File: src/rtl/core/b32d_pkg.sv
// Shared types and constants for the base32 stream decoder.
`default_nettype none
package b32d_pkg;

	localparam int unsigned CFG_ADDR_W     = 3;
	localparam int unsigned CFG_DATA_W     = 32;
	localparam int unsigned QUEUE_DEPTH    = 2;
	localparam logic [7:0]  PAD_CHAR_RESET = 8'd61;
	localparam logic [0:0]  REG_PAD_CHAR   = 1'b0;

	localparam logic [7:0]  CHAR_A   = 8'h41;
	localparam logic [7:0]  CHAR_Z   = 8'h5a;
	localparam logic [7:0]  CHAR_2   = 8'h32;
	localparam logic [7:0]  CHAR_7   = 8'h37;
	localparam logic [4:0]  DIGIT_26 = 5'd26;

	typedef enum logic [1:0] {
		STATUS_BYTE = 2'd0,
		STATUS_END  = 2'd1,
		STATUS_ERR  = 2'd2
	} status_t;

	typedef enum logic [1:0] {
		KIND_SYMBOL  = 2'd0,
		KIND_PAD     = 2'd1,
		KIND_INVALID = 2'd2
	} kind_t;

	typedef struct packed {
		kind_t      kind;
		logic [4:0] value;
		logic       last;
	} item_t;

endpackage
`default_nettype wire

File: src/rtl/core/b32d_front.sv
// Front stage: accepts characters and classifies them as symbol, pad or invalid.
`default_nettype none
module b32d_front (
	input  wire logic          clk,
	input  wire logic          arst_n,
	input  wire logic [7:0]    pad_char,
	input  wire logic          in_valid,
	output logic               in_ready,
	input  wire logic [7:0]    char_code,
	input  wire logic          end_of_string,
	output logic               push_valid,
	input  wire logic          push_ready,
	output b32d_pkg::item_t    push_item
);
	import b32d_pkg::*;

	logic  valid_s1;
	item_t item_s1;
	item_t item_d;

	always_comb begin
		item_d.last  = end_of_string;
		item_d.value = '0;
		if (char_code == pad_char) begin
			item_d.kind = KIND_PAD;
		end else if (char_code >= CHAR_A && char_code <= CHAR_Z) begin
			item_d.kind  = KIND_SYMBOL;
			item_d.value = 5'(char_code - CHAR_A);
		end else if (char_code >= CHAR_2 && char_code <= CHAR_7) begin
			item_d.kind  = KIND_SYMBOL;
			item_d.value = 5'(char_code - CHAR_2) + DIGIT_26;
		end else begin
			item_d.kind = KIND_INVALID;
		end
	end

	assign in_ready   = !valid_s1 || push_ready;
	assign push_valid = valid_s1;
	assign push_item  = item_s1;

	always_ff @(posedge clk or negedge arst_n) begin
		if (!arst_n) begin
			valid_s1 <= 1'b0;
		end else if (in_valid && in_ready) begin
			valid_s1 <= 1'b1;
		end else if (push_ready) begin
			valid_s1 <= 1'b0;
		end
	end

	always_ff @(posedge clk) begin
		if (in_valid && in_ready) begin
			item_s1 <= item_d;
		end
	end

endmodule
`default_nettype wire

File: src/rtl/core/b32d_queue.sv
// Short queue of classified items between the front and back stages.
`default_nettype none
module b32d_queue #(
	parameter int unsigned DEPTH = b32d_pkg::QUEUE_DEPTH
) (
	input  wire logic          clk,
	input  wire logic          arst_n,
	input  wire logic          wr_valid,
	output logic               wr_ready,
	input  wire b32d_pkg::item_t wr_item,
	output logic               rd_valid,
	input  wire logic          rd_ready,
	output b32d_pkg::item_t    rd_item
);
	import b32d_pkg::*;

	localparam int unsigned PTR_W = $clog2(DEPTH);
	localparam int unsigned CNT_W = $clog2(DEPTH + 1);
	localparam logic [PTR_W-1:0] LAST_PTR = PTR_W'(DEPTH - 1);
	localparam logic [CNT_W-1:0] FULL_CNT = CNT_W'(DEPTH);

	item_t            entry_q [DEPTH];
	logic [PTR_W-1:0] wr_ptr_q;
	logic [PTR_W-1:0] rd_ptr_q;
	logic [CNT_W-1:0] count_q;
	logic             do_wr;
	logic             do_rd;

	assign wr_ready = count_q != FULL_CNT;
	assign rd_valid = count_q != '0;
	assign rd_item  = entry_q[rd_ptr_q];
	assign do_wr    = wr_valid && wr_ready;
	assign do_rd    = rd_valid && rd_ready;

	always_ff @(posedge clk or negedge arst_n) begin
		if (!arst_n) begin
			wr_ptr_q <= '0;
			rd_ptr_q <= '0;
			count_q  <= '0;
		end else begin
			if (do_wr) begin
				wr_ptr_q <= (wr_ptr_q == LAST_PTR) ? '0 : wr_ptr_q + 1'b1;
			end
			if (do_rd) begin
				rd_ptr_q <= (rd_ptr_q == LAST_PTR) ? '0 : rd_ptr_q + 1'b1;
			end
			if (do_wr && !do_rd) begin
				count_q <= count_q + 1'b1;
			end else if (do_rd && !do_wr) begin
				count_q <= count_q - 1'b1;
			end
		end
	end

	always_ff @(posedge clk) begin
		if (do_wr) begin
			entry_q[wr_ptr_q] <= wr_item;
		end
	end

endmodule
`default_nettype wire

File: src/rtl/core/b32d_back.sv
// Back stage: bit accumulator, byte extraction and the registered result item.
`default_nettype none
module b32d_back (
	input  wire logic          clk,
	input  wire logic          arst_n,
	input  wire logic          pop_valid,
	output logic               pop_ready,
	input  wire b32d_pkg::item_t pop_item,
	output logic               out_valid,
	input  wire logic          out_ready,
	output logic [7:0]         data_byte,
	output logic [1:0]         status,
	output logic               string_done
);
	import b32d_pkg::*;

	logic [6:0]  acc_q;
	logic [2:0]  held_q;
	logic        skipping_q;
	logic        error_q;
	logic        out_valid_q;
	logic [7:0]  data_q;
	status_t     status_q;
	logic        done_q;

	logic        do_pop;
	logic        give;
	logic [7:0]  data_d;
	status_t     status_d;
	logic [6:0]  acc_d;
	logic [2:0]  held_d;
	logic        skipping_d;
	logic        error_d;
	logic [11:0] acc_wide;
	logic [3:0]  n_wide;
	logic [2:0]  rem;
	logic [11:0] shifted;
	logic [11:0] kept;

	assign pop_ready = !out_valid_q || out_ready;
	assign do_pop    = pop_valid && pop_ready;

	always_comb begin
		acc_wide   = {acc_q, pop_item.value};
		n_wide     = {1'b0, held_q} + 4'd5;
		rem        = 3'(n_wide - 4'd8);
		shifted    = acc_wide >> rem;
		kept       = acc_wide & ((12'd1 << rem) - 12'd1);
		give       = 1'b0;
		data_d     = '0;
		status_d   = STATUS_END;
		acc_d      = acc_q;
		held_d     = held_q;
		skipping_d = skipping_q;
		error_d    = error_q;
		if (!skipping_q) begin
			case (pop_item.kind)
				KIND_PAD: begin
					skipping_d = 1'b1;
				end
				KIND_SYMBOL: begin
					if (n_wide >= 4'd8) begin
						give     = 1'b1;
						status_d = STATUS_BYTE;
						data_d   = shifted[7:0];
						acc_d    = kept[6:0];
						held_d   = rem;
					end else begin
						acc_d  = acc_wide[6:0];
						held_d = n_wide[2:0];
					end
				end
				default: begin
					skipping_d = 1'b1;
					error_d    = 1'b1;
					give       = 1'b1;
					status_d   = STATUS_ERR;
				end
			endcase
		end
		if (pop_item.last) begin
			if (!give) begin
				status_d = error_q ? STATUS_ERR : STATUS_END;
			end
			give       = 1'b1;
			acc_d      = '0;
			held_d     = '0;
			skipping_d = 1'b0;
			error_d    = 1'b0;
		end
	end

	always_ff @(posedge clk or negedge arst_n) begin
		if (!arst_n) begin
			acc_q       <= '0;
			held_q      <= '0;
			skipping_q  <= 1'b0;
			error_q     <= 1'b0;
			out_valid_q <= 1'b0;
		end else begin
			if (do_pop) begin
				acc_q      <= acc_d;
				held_q     <= held_d;
				skipping_q <= skipping_d;
				error_q    <= error_d;
			end
			if (do_pop && give) begin
				out_valid_q <= 1'b1;
			end else if (out_ready) begin
				out_valid_q <= 1'b0;
			end
		end
	end

	always_ff @(posedge clk) begin
		if (do_pop && give) begin
			data_q   <= data_d;
			status_q <= status_d;
			done_q   <= pop_item.last;
		end
	end

	assign out_valid   = out_valid_q;
	assign data_byte   = data_q;
	assign status      = status_q;
	assign string_done = done_q;

endmodule
`default_nettype wire

File: src/rtl/core/base32_stream_decoder.sv
// Top level of the base32 stream decoder with its configuration register.
// A character passes through the front register and the queue before it reaches the output register.
// Throughput: one character per cycle while the receiver keeps m_tready high.
// The front register, queue and output register decouple the two sides.
// Reset is asynchronous and active low; it clears all string state and sets
// pad_char to 61.
`default_nettype none
module base32_stream_decoder #(
	parameter int unsigned QUEUE_DEPTH = b32d_pkg::QUEUE_DEPTH
) (
	input  wire logic                             clk,
	input  wire logic                             arst_n,
	input  wire logic                             s_tvalid,
	output logic                                  s_tready,
	// Fields from bit 0: char_code[7:0].
	input  wire logic [7:0]                       s_tdata,
	input  wire logic                             s_tlast,
	output logic                                  m_tvalid,
	input  wire logic                             m_tready,
	// Fields from bit 0: data_byte[7:0], status[9:8], zero fill [15:10].
	output logic [15:0]                           m_tdata,
	output logic                                  m_tlast,
	input  wire logic                             psel,
	input  wire logic                             penable,
	input  wire logic                             pwrite,
	input  wire logic [b32d_pkg::CFG_ADDR_W-1:0]  paddr,
	input  wire logic [b32d_pkg::CFG_DATA_W-1:0]  pwdata,
	output logic [b32d_pkg::CFG_DATA_W-1:0]       prdata,
	output logic                                  pready
);
	import b32d_pkg::*;

	logic [7:0] pad_q;
	logic       push_valid;
	logic       push_ready;
	item_t      push_item;
	logic       pop_valid;
	logic       pop_ready;
	item_t      pop_item;
	logic [7:0] data_byte;
	logic [1:0] status;
	logic       reg_hit;

	assign pready  = 1'b1;
	assign reg_hit = paddr[CFG_ADDR_W-1:2] == REG_PAD_CHAR;
	assign prdata  = reg_hit ? CFG_DATA_W'(pad_q) : '0;

	always_ff @(posedge clk or negedge arst_n) begin
		if (!arst_n) begin
			pad_q <= PAD_CHAR_RESET;
		end else if (psel && penable && pwrite && pready && reg_hit) begin
			pad_q <= pwdata[7:0];
		end
	end

	b32d_front u_front (
		.clk           (clk),
		.arst_n        (arst_n),
		.pad_char      (pad_q),
		.in_valid      (s_tvalid),
		.in_ready      (s_tready),
		.char_code     (s_tdata),
		.end_of_string (s_tlast),
		.push_valid    (push_valid),
		.push_ready    (push_ready),
		.push_item     (push_item)
	);

	b32d_queue #(
		.DEPTH (QUEUE_DEPTH)
	) u_queue (
		.clk      (clk),
		.arst_n   (arst_n),
		.wr_valid (push_valid),
		.wr_ready (push_ready),
		.wr_item  (push_item),
		.rd_valid (pop_valid),
		.rd_ready (pop_ready),
		.rd_item  (pop_item)
	);

	b32d_back u_back (
		.clk         (clk),
		.arst_n      (arst_n),
		.pop_valid   (pop_valid),
		.pop_ready   (pop_ready),
		.pop_item    (pop_item),
		.out_valid   (m_tvalid),
		.out_ready   (m_tready),
		.data_byte   (data_byte),
		.status      (status),
		.string_done (m_tlast)
	);

	assign m_tdata = {6'b0, status, data_byte};

endmodule
`default_nettype wire

File: config.mk
export PLATFORM = sky130hd
export DESIGN_NAME = base32_stream_decoder
export DESIGN_NICKNAME = d
export VERILOG_FILES = /design/src/rtl/core/b32d_pkg.sv /design/src/rtl/core/b32d_front.sv /design/src/rtl/core/b32d_queue.sv /design/src/rtl/core/b32d_back.sv /design/src/rtl/core/base32_stream_decoder.sv
export SDC_FILE = /design/constraint.sdc
export NUM_CORES = 1
export LEC_CHECK = 0
export BUFFER_PORTS_ARGS = -buffer_cell sky130_fd_sc_hd__buf_2
export CAP_MARGIN = 20
export CORE_MARGIN = 2
export CORE_UTILIZATION = 47
export DETAILED_ROUTE_END_ITERATION = 7
export PLACE_DENSITY = 0.77
export SYNTH_ARGS = -nofsm -noshare
export SYNTH_HDL_FRONTEND = slang
export SYNTH_SLANG_ARGS = --single-unit
export TNS_END_PERCENT = 5
File: constraint.sdc
create_clock -name clk -period 2.1 [get_ports clk]
set_input_delay 0.525 -clock clk [delete_from_list [all_inputs] [get_ports clk]]
set_output_delay 0.525 -clock clk [all_outputs]
set_load 0.01 [all_outputs]
==> results of run 1 <==
power groups by stage:
stage	sequential (mW)	combinational, mW	clock, mW
2_1_floorplan	2.03	1.65	0
3_3_place_gp	2.02	2.12	0
3_5_place_dp	2.04	2.17	0
4_1_cts	2.02	2.20	1.42
5_1_grt	2.07	2.48	1.47
6_report	2.02	2.22	1.39
registers in the layout, summed over array words and instances (netlist names):
signal and count:
u_back.out_valid 1, u_back.status 2, u_queue.count_q 2, u_back.acc_q 7
u_back.error_q 1, pad_q 8, u_back.skipping_q 1, u_front.push_item 8
u_queue.rd_ptr_q 1, u_back.string_done 1, u_back.data_byte 8, u_queue.entry_q 16
u_back.held_q 3, u_queue.wr_ptr_q 1, u_front.push_valid 1
critical path: stages, from the launching register on:
cell and delay, ns:
dfrtp_1 0.38, buf_4 0.16, ha_1 0.24, xor2_2 0.20, nand2_1 0.10, ha_1 0.25, a21oi_1 0.10, nand2_1 0.08
nand3_1 0.09, a32o_1 0.27
final timing paths:
check | start | end | slack [ns]
max in group asynchronous | arst_n | u_back.skipping_q | 1.48
hold / removal | arst_n | pad_q[7] | 0.21
setup reg to reg | u_back.held_q[1] | u_back.acc_q[6] | 0.12
setup / recovery | u_back.held_q[1] | u_back.acc_q[6] | 0.12
hold reg to reg | u_front.push_item[4] | u_queue.entry_q[0][4] | 0.45
min in group clk | s_tlast | u_front.push_item[0] | 0.37
logic make-up (layout without fill, tap and decap cells):
family,count (synthesis),count (layout)
other,2,31
buffers and inverters,48,82
AND/OR/NAND/NOR,85,85
flip-flops,61,61
adder cells (fa/ha/maj),11,11
AO/OA/AOI/OAI,51,51
multiplexers,29,29
XOR/XNOR,18,18
repair_timing:
| action | CTS | global route |
|---|---|---|
| buffers inserted | 0 | 0 |
| hold buffers | 0 | 0 |
| setup endpoints to repair | 1 | 6 |
| resized for setup | 1 | 2 |
metrics by stage:
step / setup slack (ns) / area [sq um] / power (mW)
after floorplan: 0.00479 / 3650 / 3.68
after global placement: 0.0838 / 3800 / 4.13
after detailed placement: 0.0241 / 3800 / 4.22
after CTS: 0.110 / 4080 / 5.64
after global routing: 0.0247 / 4090 / 6.02
final: 0.115 / 4090 / 5.63
cells in the mapped netlist (all sizes together) (6+ instances only):
cell	number
a21oi	15
a32o	6
buf	40
dfrtp	21
edfxtp	35
ha	11
inv	8
mux2	16
mux2i	9
nand2	14
nor2	27
nor2b	10
nor3	7
o21ai	9
xnor2	14
layout make-up:
type,count,area (sq um)
clock buffers,10,138
well taps,99,124
repair buffers,58,323
clock inverters,6,134
fillers,660,3210
flip-flops and latches,61,1710
inverters,8,30.0
multi-input cells,225,1630
metal layers:
layer | up-vias | part of all wire [%] | global-route usage (%) | wire length, um
met3 | 4 | 6.5 | 6.26 | 418
met5 | - | 0 | 0 | 0
met2 | 79 | 51 | 28.0 | 3320
met1 | 1138 | 42 | 20.0 | 2700
met4 | 0 | 0.26 | 4.67 | 17
li1 | 1148 | - | - | -
==> out/results.tsv, run 1 <==
stage	metric	value	unit
logic_synthesis	synth-simple-area-share	13.1	%
layout	utilization	56.0	%
timing	maxSlewViolCount	0	
timing	tightestPinTransition	0.636	ns
timing	hold_viol	0	
timing	period_share	94.5	%
layout	layout-drive-gt1-share	30.4	%
floorplanning	initial_core_util	48.6	%
route	drtPass1Iterations	4	
logic_synthesis	yosysWarnings	0	
global_routing	grt_pass1_wl	11000	um
clock_tree	cts_buffers	9	
timing	hold_slack	0.210	ns
timing	timing.final.crit_period	1.98	ns
pwr	pwr-share-clk	24.8	%
floorplanning	ios	103	
logic_synthesis	synth_fa_ha_area_share	3.88	%
logic_synthesis	synth_edf_count	35	
critical_path	crit_path_end_kind	flip-flop	
run	cap_viol_max_count	0	
route	remaining_drc_errors	0	
logic_synthesis	syn_avg_cell_area	11.6	sq um
logic_synthesis	syn_inst	305	
floorplanning	die_h	90.9	um
route	drt_iter0_drc	116	
timing	relSlewSlack	57.6	%
logic_synthesis	synthesis.area	3550	sq um
logic_synthesis	ys_top_cells_by_area	edfxtp_1 30%, dfrtp_1 15%, buf_4 7.2%	
layout	final_cells	467	
clock_tree	clock_path_buffers	2	
logic_synthesis	synthFlopType	edfxtp_1	
layout	final_common_cell	buf_2	
logic_synthesis	synth_compound_area_share	10.3	%
layout	layout_common_cells	45 x buf_2, 35 x edfxtp_1, 31 x conb_1	
pwr	swShare	34.8	%
route	finalWirelength	6460	um
critical_path	r2r_cells	9	
pwr	vdd_drop_max	0.574	mV
clock_tree	clkLatencyLatePin	0.33	ns
pwr	p_leak	1.69	nW
logic_synthesis	synth_top_area_share	29.6	%
layout	layout.nets	425	
route	antenna_left	0	
logic_synthesis	synth.area.mux_share	10.3	%
floorplanning	row_count	31	
placed_design	port_buffers	45	
global_routing	grt_pass1_vias	2361	
global_routing	grt_start_max_net_pins	27	
critical_path	cp_data_required_time	2.32	ns
clock_tree	cts_root_buf	clkbuf_8	
worst_hold_path	hold_class	input port to async pin	
logic_synthesis	synth.distinct_cells	60	
run_status	outcome	finished, final reports clean	
placed_design	place.gp.congestion	0.832	
layout	areaGrowthSynthToFinish	15.2	%
floorplanning	fp.dieArea	8260	sq um
pwr	power_switching	1.96	mW
logic_synthesis	ys_seq_elements	61	
critical_path	cp-start-kind	flip-flop	
logic_synthesis	synth_top_area_cell	edfxtp_1	
global_routing	overflow	0	
clock_tree	cts.sinks	61	
floorplanning	die_w	90.9	um
timing	fmax	504	MHz
route	vias_per_cell	5.07	
clock_tree	htreeDepth	3	
placed_design	dp_cells	451	
layout	diodes	0	
pwr	powerDensity	1380	nW/um^2
clock_tree	clk_pin_slew	0.07	ns
critical_path	path_class	flip-flop to flip-flop	
clock_tree	tritoncts	done	
logic_synthesis	synth_xor_area_share	4.87	%
logic_synthesis	synth_seq_area_share	48.2	%
route	wl_per_cell	13.8	um
timing	fin_setup_tns	0	ns
route	num_vias	2369	
floorplanning	coreArea	7290	sq um
timing	skew	0.00856	ns
pwr	pwr-share-seq	35.9	%
pwr	p_int	3.67	mW
pwr	comb_power_share	39.3	%
critical_path	arrival	2.21	ns
logic_synthesis	synth_top_family_by_area	simple AND/OR/NAND/NOR gates	
placed_design	dp_hpwl	4640	um
timing	rsz0062_at_grt	no	
global_routing	grt_usage	16.6	%
critical_path	path_max_fanout	6	
logic_synthesis	async_flop_share	42.6	%
timing	finalSetupViolations	0	
global_routing	antenna_found_initial	0	
No activity file was read; power rests on OpenSTA's default activity.
==> run 2, diff against run 1 <==
--- a/config.mk
+++ b/config.mk
@@ -8,9 +8,9 @@
 export BUFFER_PORTS_ARGS = -buffer_cell sky130_fd_sc_hd__buf_2
 export CAP_MARGIN = 20
 export CORE_MARGIN = 2
-export CORE_UTILIZATION = 47
+export CORE_UTILIZATION = 52
 export DETAILED_ROUTE_END_ITERATION = 7
-export PLACE_DENSITY = 0.77
+export PLACE_DENSITY = 0.81
 export SYNTH_ARGS = -nofsm -noshare
 export SYNTH_HDL_FRONTEND = slang
 export SYNTH_SLANG_ARGS = --single-unit
==> constraint.sdc (replaced) <==
create_clock -name clk -period 2.05 [get_ports clk]
set_input_delay 0.5125 -clock clk [delete_from_list [all_inputs] [get_ports clk]]
set_output_delay 0.5125 -clock clk [all_outputs]
set_load 0.01 [all_outputs]
==> out/results.tsv, run 2 (synthesis gave the netlist of run 1 again) <==
stage	metric	value	unit
run_status	outcome	finished, final reports clean	
layout	final_common_cell	buf_2	
critical_path	cpMaxStageDelayCell	dfrtp_1	
timing	rsz0062_at_grt	yes	
global_routing	grt_pass1_wl	10400	um
route	antenna_left	0	
global_routing	grt_usage	17.6	%
clock_tree	clk_pin_slew	0.07	ns
layout	regMostFlops	u_queue.entry_q	
timing	finalSetupViolations	0	
layout	largest_register_ffs	16	
route	drtPass1Iterations	4	
pwr	finalPower	5.62	mW
layout	areaGrowthSynthToFinish	13.7	%
placed_design	dp_cells	432	
worst_hold_path	hold_class	input port to async pin	
clock_tree	post_cts_buffers	0	
floorplanning	row_count	30	
timing	period_share	94.2	%
timing	tightestPinTransition	0.582	ns
pwr	vdd_drop_max	0.508	mV
floorplanning	fp.dieArea	7500	sq um
critical_path	path_max_fanout	9	
layout	layout.nets	425	
placed_design	port_buffers	45	
critical_path	critical_path.max_stage_delay	0.41	ns
timing	relSlewSlack	61.2	%
timing	skew	0.0105	ns
timing	timing.final.crit_period	1.93	ns
clock_tree	cts_resized	0	
critical_path	path_class	flip-flop to flip-flop	
clock_tree	cts_root_buf	clkbuf_8	
pwr	powerDensity	1400	nW/um^2
clock_tree	clkLatencyLatePin	0.33	ns
layout	layout_common_cells	45 x buf_2, 35 x edfxtp_1, 31 x conb_1	
clock_tree	cts_buffers	9	
layout	diodes	0	
clock_tree	hold_buffers	0	
floorplanning	coreArea	6680	sq um
clock_tree	clock_path_buffers	2	
route	wl_per_cell	13.9	um
timing	fmax	518	MHz
route	remaining_drc_errors	0	
critical_path	worstPathCellList	buf_4, ha_1, xnor2_2, nor3_1, o21ai_1, o211ai_1, a32o_1	
route	finalWirelength	6220	um
placed_design	place.gp.congestion	0.876	
critical_path	crit_path_end_kind	flip-flop	
floorplanning	die_w	86.6	um
placed_design	dp_hpwl	4550	um
global_routing	antenna_found_initial	0	
layout	final_cells	448	
clock_tree	cts.sinks	61	
floorplanning	initial_core_util	53.1	%
global_routing	grt_pass1_vias	2255	
critical_path	arrival	2.15	ns
layout	layout-drive-gt1-share	29.6	%
pwr	p_leak	1.68	nW
route	num_vias	2361	
floorplanning	die_h	86.6	um
route	drt_iter0_drc	127	
timing	hold_viol	0	
floorplanning	ios	103	
route	vias_per_cell	5.27	
timing	maxSlewViolCount	0	
critical_path	cp_data_required_time	2.27	ns
global_routing	overflow	0	
clock_tree	htreeDepth	3	
clock_tree	tritoncts	done	
run	cap_viol_max_count	0	
global_routing	grt_start_max_net_pins	27	
critical_path	cp-start-kind	flip-flop	
## run 2: changes by cell type in the layout (fill, tap and decap cells not counted)
cell	previous run	this run
buf_6	0	1
bufinv_16	4	3
o21ai_2	2	1
o21ai_1	2	3
clkinv_4	1	0
clkbuf_1	0	2
buf_4	13	12
## run 2: layer usage
| metal | up-vias | track usage (%) | part of all wire [%] |
|---|---|---|---|
| li1 | 1155 | - | - |
| met2 | 72 | 30.8 | 54 |
| met4 | 0 | 6.39 | 0.60 |
| met5 | - | 0 | 0 |
| met3 | 5 | 3.71 | 5.7 |
| met1 | 1129 | 21.5 | 40 |
## run 2: final cells by class
class,count,area (sq um)
Tap cell,80,100
Clock buffer,12,145
Fill cell,571,2650
Inverter,8,30.0
Multi-Input combinational cell,225,1630
Timing Repair Buffer,58,327
Clock inverter,4,95.1
Sequential cell,61,1710
## run 2: path summary, 6_finish.rpt
kind                                       from               endpoint  slack (ns)  cells after the start
hold / removal                           arst_n     u_queue.count_q[0]        0.17                      1
min in group clk                        s_tlast   u_front.push_item[0]        0.37                      1
setup / recovery               u_back.held_q[0]        u_back.acc_q[4]        0.12                      7
max in group asynchronous                arst_n       u_back.held_q[0]        1.48                      1
setup reg to reg               u_back.held_q[0]        u_back.acc_q[4]        0.12                      7
hold reg to reg            u_front.push_item[5]  u_queue.entry_q[0][5]        0.44                      0
## run 2: where the power goes
group	internal [mW]	total, mW	switching [mW]
Combinational	1.01	2.26	1.26
Sequential	1.80	2.07	0.273
Clock	0.840	1.29	0.452
## run 2: metrics by stage
stage               hold WS (ns)  setup slack [ns]  TNS, ns  utilization (%)  cell area [sq um]
detailed placement         0.434            0.0291        0             56.6               3780
floorplan                  0.217           0.00908        0                -               3660
CTS                        0.187            0.0261        0             60.2               4020
finish                     0.172             0.120        0             60.3               4030
global placement           0.424            0.0830        0             56.6               3780
global route               0.225           -0.0248  -0.0248             60.3               4030
## run 2: worst max-delay path, delay by kind of cell, from the launching register on
family | cells | cell delay [ns]
XOR/XNOR | 1 | 0.41
AO/OA/AOI/OAI | 3 | 0.49
buffers and inverters | 1 | 0.15
flip-flops | 1 | 0.41
adder cells (fa/ha/maj) | 1 | 0.26
AND/OR/NAND/NOR | 1 | 0.09
==> run 3, diff against run 2 <==
--- a/config.mk
+++ b/config.mk
@@ -9,8 +9,9 @@
 export CAP_MARGIN = 20
 export CORE_MARGIN = 2
 export CORE_UTILIZATION = 52
+export CTS_CLUSTER_DIAMETER = 30
 export DETAILED_ROUTE_END_ITERATION = 7
-export PLACE_DENSITY = 0.81
+export PLACE_DENSITY = 0.86
 export SYNTH_ARGS = -nofsm -noshare
 export SYNTH_HDL_FRONTEND = slang
 export SYNTH_SLANG_ARGS = --single-unit
==> out/results.tsv, run 3 (synthesis gave the netlist of run 1 again) <==
stage	metric	value	unit
critical_path	critical_path.max_stage_delay	0.37	ns
worst_hold_path	hold_class	input port to async pin	
timing	worst_slack	0.162	ns
placed_design	dp_cells	432	
route	finalWirelength	6240	um
timing	finalSetupViolations	0	
route	remaining_drc_errors	0	
timing	rsz0062_at_grt	yes	
critical_path	arrival	2.11	ns
critical_path	crit_path_start	u_back.held_q[1]	
pwr	powerDensity	1340	nW/um^2
run	cap_viol_max_count	0	
run_status	outcome	finished, final reports clean	
critical_path	r2r_cells	8	
clock_tree	cts_buffers	9	
floorplanning	die_w	86.6	um
timing	maxSlewViolCount	0	
placed_design	place.gp.congestion	0.894	
floorplanning	initial_core_util	53.1	%
critical_path	worstPathCellList	buf_4, ha_1, xor2_2, buf_4, nand2_1, o2111ai_1, nand3_1, a32o_1	
global_routing	grt_start_max_net_pins	27	
timing	timing.final.crit_period	1.89	ns
route	num_vias	2387	
clock_tree	cts.sinks	61	
critical_path	path_max_fanout	19	
timing	fmax	530	MHz
critical_path	crit_path_end_kind	flip-flop	
floorplanning	die_h	86.6	um
clock_tree	clk_pin_slew	0.07	ns
clock_tree	clock_path_buffers	2	
timing	period_share	92.1	%
layout	diodes	0	
pwr	vdd_drop_max	0.535	mV
critical_path	critical-path-top-delay-family	buffers and inverters	
clock_tree	cts_root_buf	clkbuf_8	
layout	final_common_cell	buf_2	
pwr	finalPower	5.34	mW
placed_design	port_buffers	45	
clock_tree	tritoncts	done	
clock_tree	hold_buffers	0	
critical_path	cp-start-kind	flip-flop	
layout	layout.nets	425	
layout	nFillCells	546	
timing	hold_slack	0.175	ns
timing	skew	0.00545	ns
timing	fin_setup_tns	0	ns
route	wl_per_cell	13.9	um
critical_path	r2r_end	u_back.acc_q[6]	
route	antenna_left	0	
global_routing	grt_usage	17.9	%
floorplanning	coreArea	6680	sq um
route	drt_iter0_drc	203	
global_routing	grt_pass1_vias	2340	
clock_tree	htreeDepth	3	
critical_path	cp_common_cell	buf_4	
global_routing	grt_pass1_wl	10400	um
pwr	p_leak	1.65	nW
route	drtPass1Iterations	4	
layout	final_cells	448	
placed_design	dp_hpwl	4720	um
route	vias_per_cell	5.33	
layout	regMostFlops	u_queue.entry_q	
layout	largest_register_ffs	16	
critical_path	cpMaxStageDelayCell	dfrtp_1	
layout	areaGrowthSynthToFinish	12.2	%
floorplanning	row_count	30	
critical_path	path_class	flip-flop to flip-flop	
critical_path	cp_num_buf_inv	2	
global_routing	overflow	0	
timing	tightestPinTransition	0.602	ns
critical_path	r2r_start	u_back.held_q[1]	
layout	layout-drive-gt1-share	29.3	%
clock_tree	clkLatencyLatePin	0.34	ns
critical_path	rrSetupSlack	0.16	ns
layout	layout_common_cells	45 x buf_2, 35 x edfxtp_1, 31 x conb_1	
global_routing	antenna_found_initial	0	
floorplanning	ios	103	
critical_path	cp_data_required_time	2.27	ns
timing	hold_viol	0	
placed_design	pre_cts_slack	0.0256	ns
timing	relSlewSlack	59.8	%
floorplanning	fp.dieArea	7500	sq um
==> run 3: through the flow <==
stage / util [%] / instance area (sq um)
2_1_floorplan: - / 3660
3_3_place_gp: 56.6 / 3780
3_5_place_dp: 56.6 / 3780
4_1_cts: 59.3 / 3960
5_1_grt: 59.6 / 3980
6_report: 59.6 / 3980
==> run 3: worst max-delay path by stage <==
stage | slack (ns) | endpoint | depth (start not counted)
after floorplan | 0.009 | u_back.data_byte[4] | 7
after global placement | 0.06 | u_back.data_byte[4] | 5
after detailed placement | 0.03 | u_front.push_item[5] | 8
after CTS | 0.03 | u_back.data_byte[4] | 5
after global routing | -0.01 | u_back.acc_q[4] | 7
final | 0.16 | u_back.acc_q[6] | 8
==> run 3: timing repair <==
action                     in CTS  in global routing
resized for setup               0                  3
buffers inserted                0                  0
setup endpoints to repair       0                  8
==> run 3: layout make-up <==
cell class / count / area, sq um / share of cell area (%)
sequential: 61 / 1710 / 42.9
multi-input combinational: 225 / 1640 / 41.1
timing repair buffer: 58 / 323 / 8.11
clock buffer: 11 / 131 / 3.30
tap: 80 / 100 / 2.52
clock inverter: 5 / 51.3 / 1.29
inverter: 8 / 30.0 / 0.755
==> run 3: layer usage <==
metal | vias up | wire, um | track usage [%]
li1 | 1162 | - | -
met1 | 1134 | 2500 | 21.0
met2 | 79 | 3270 | 31.2
met3 | 12 | 365 | 4.29
met4 | 0 | 108 | 7.81
met5 | - | 0 | 0
==> run 3: report_power, final <==
part | leakage, nW | switching (mW) | internal [mW] | total, mW
logic | 0.902 | 1.25 | 1.02 | 2.27
registers | 0.657 | 0.278 | 1.80 | 2.08
clock network | 0.0907 | 0.444 | 0.553 | 0.997
total | 1.65 | 1.97 | 3.37 | 5.34
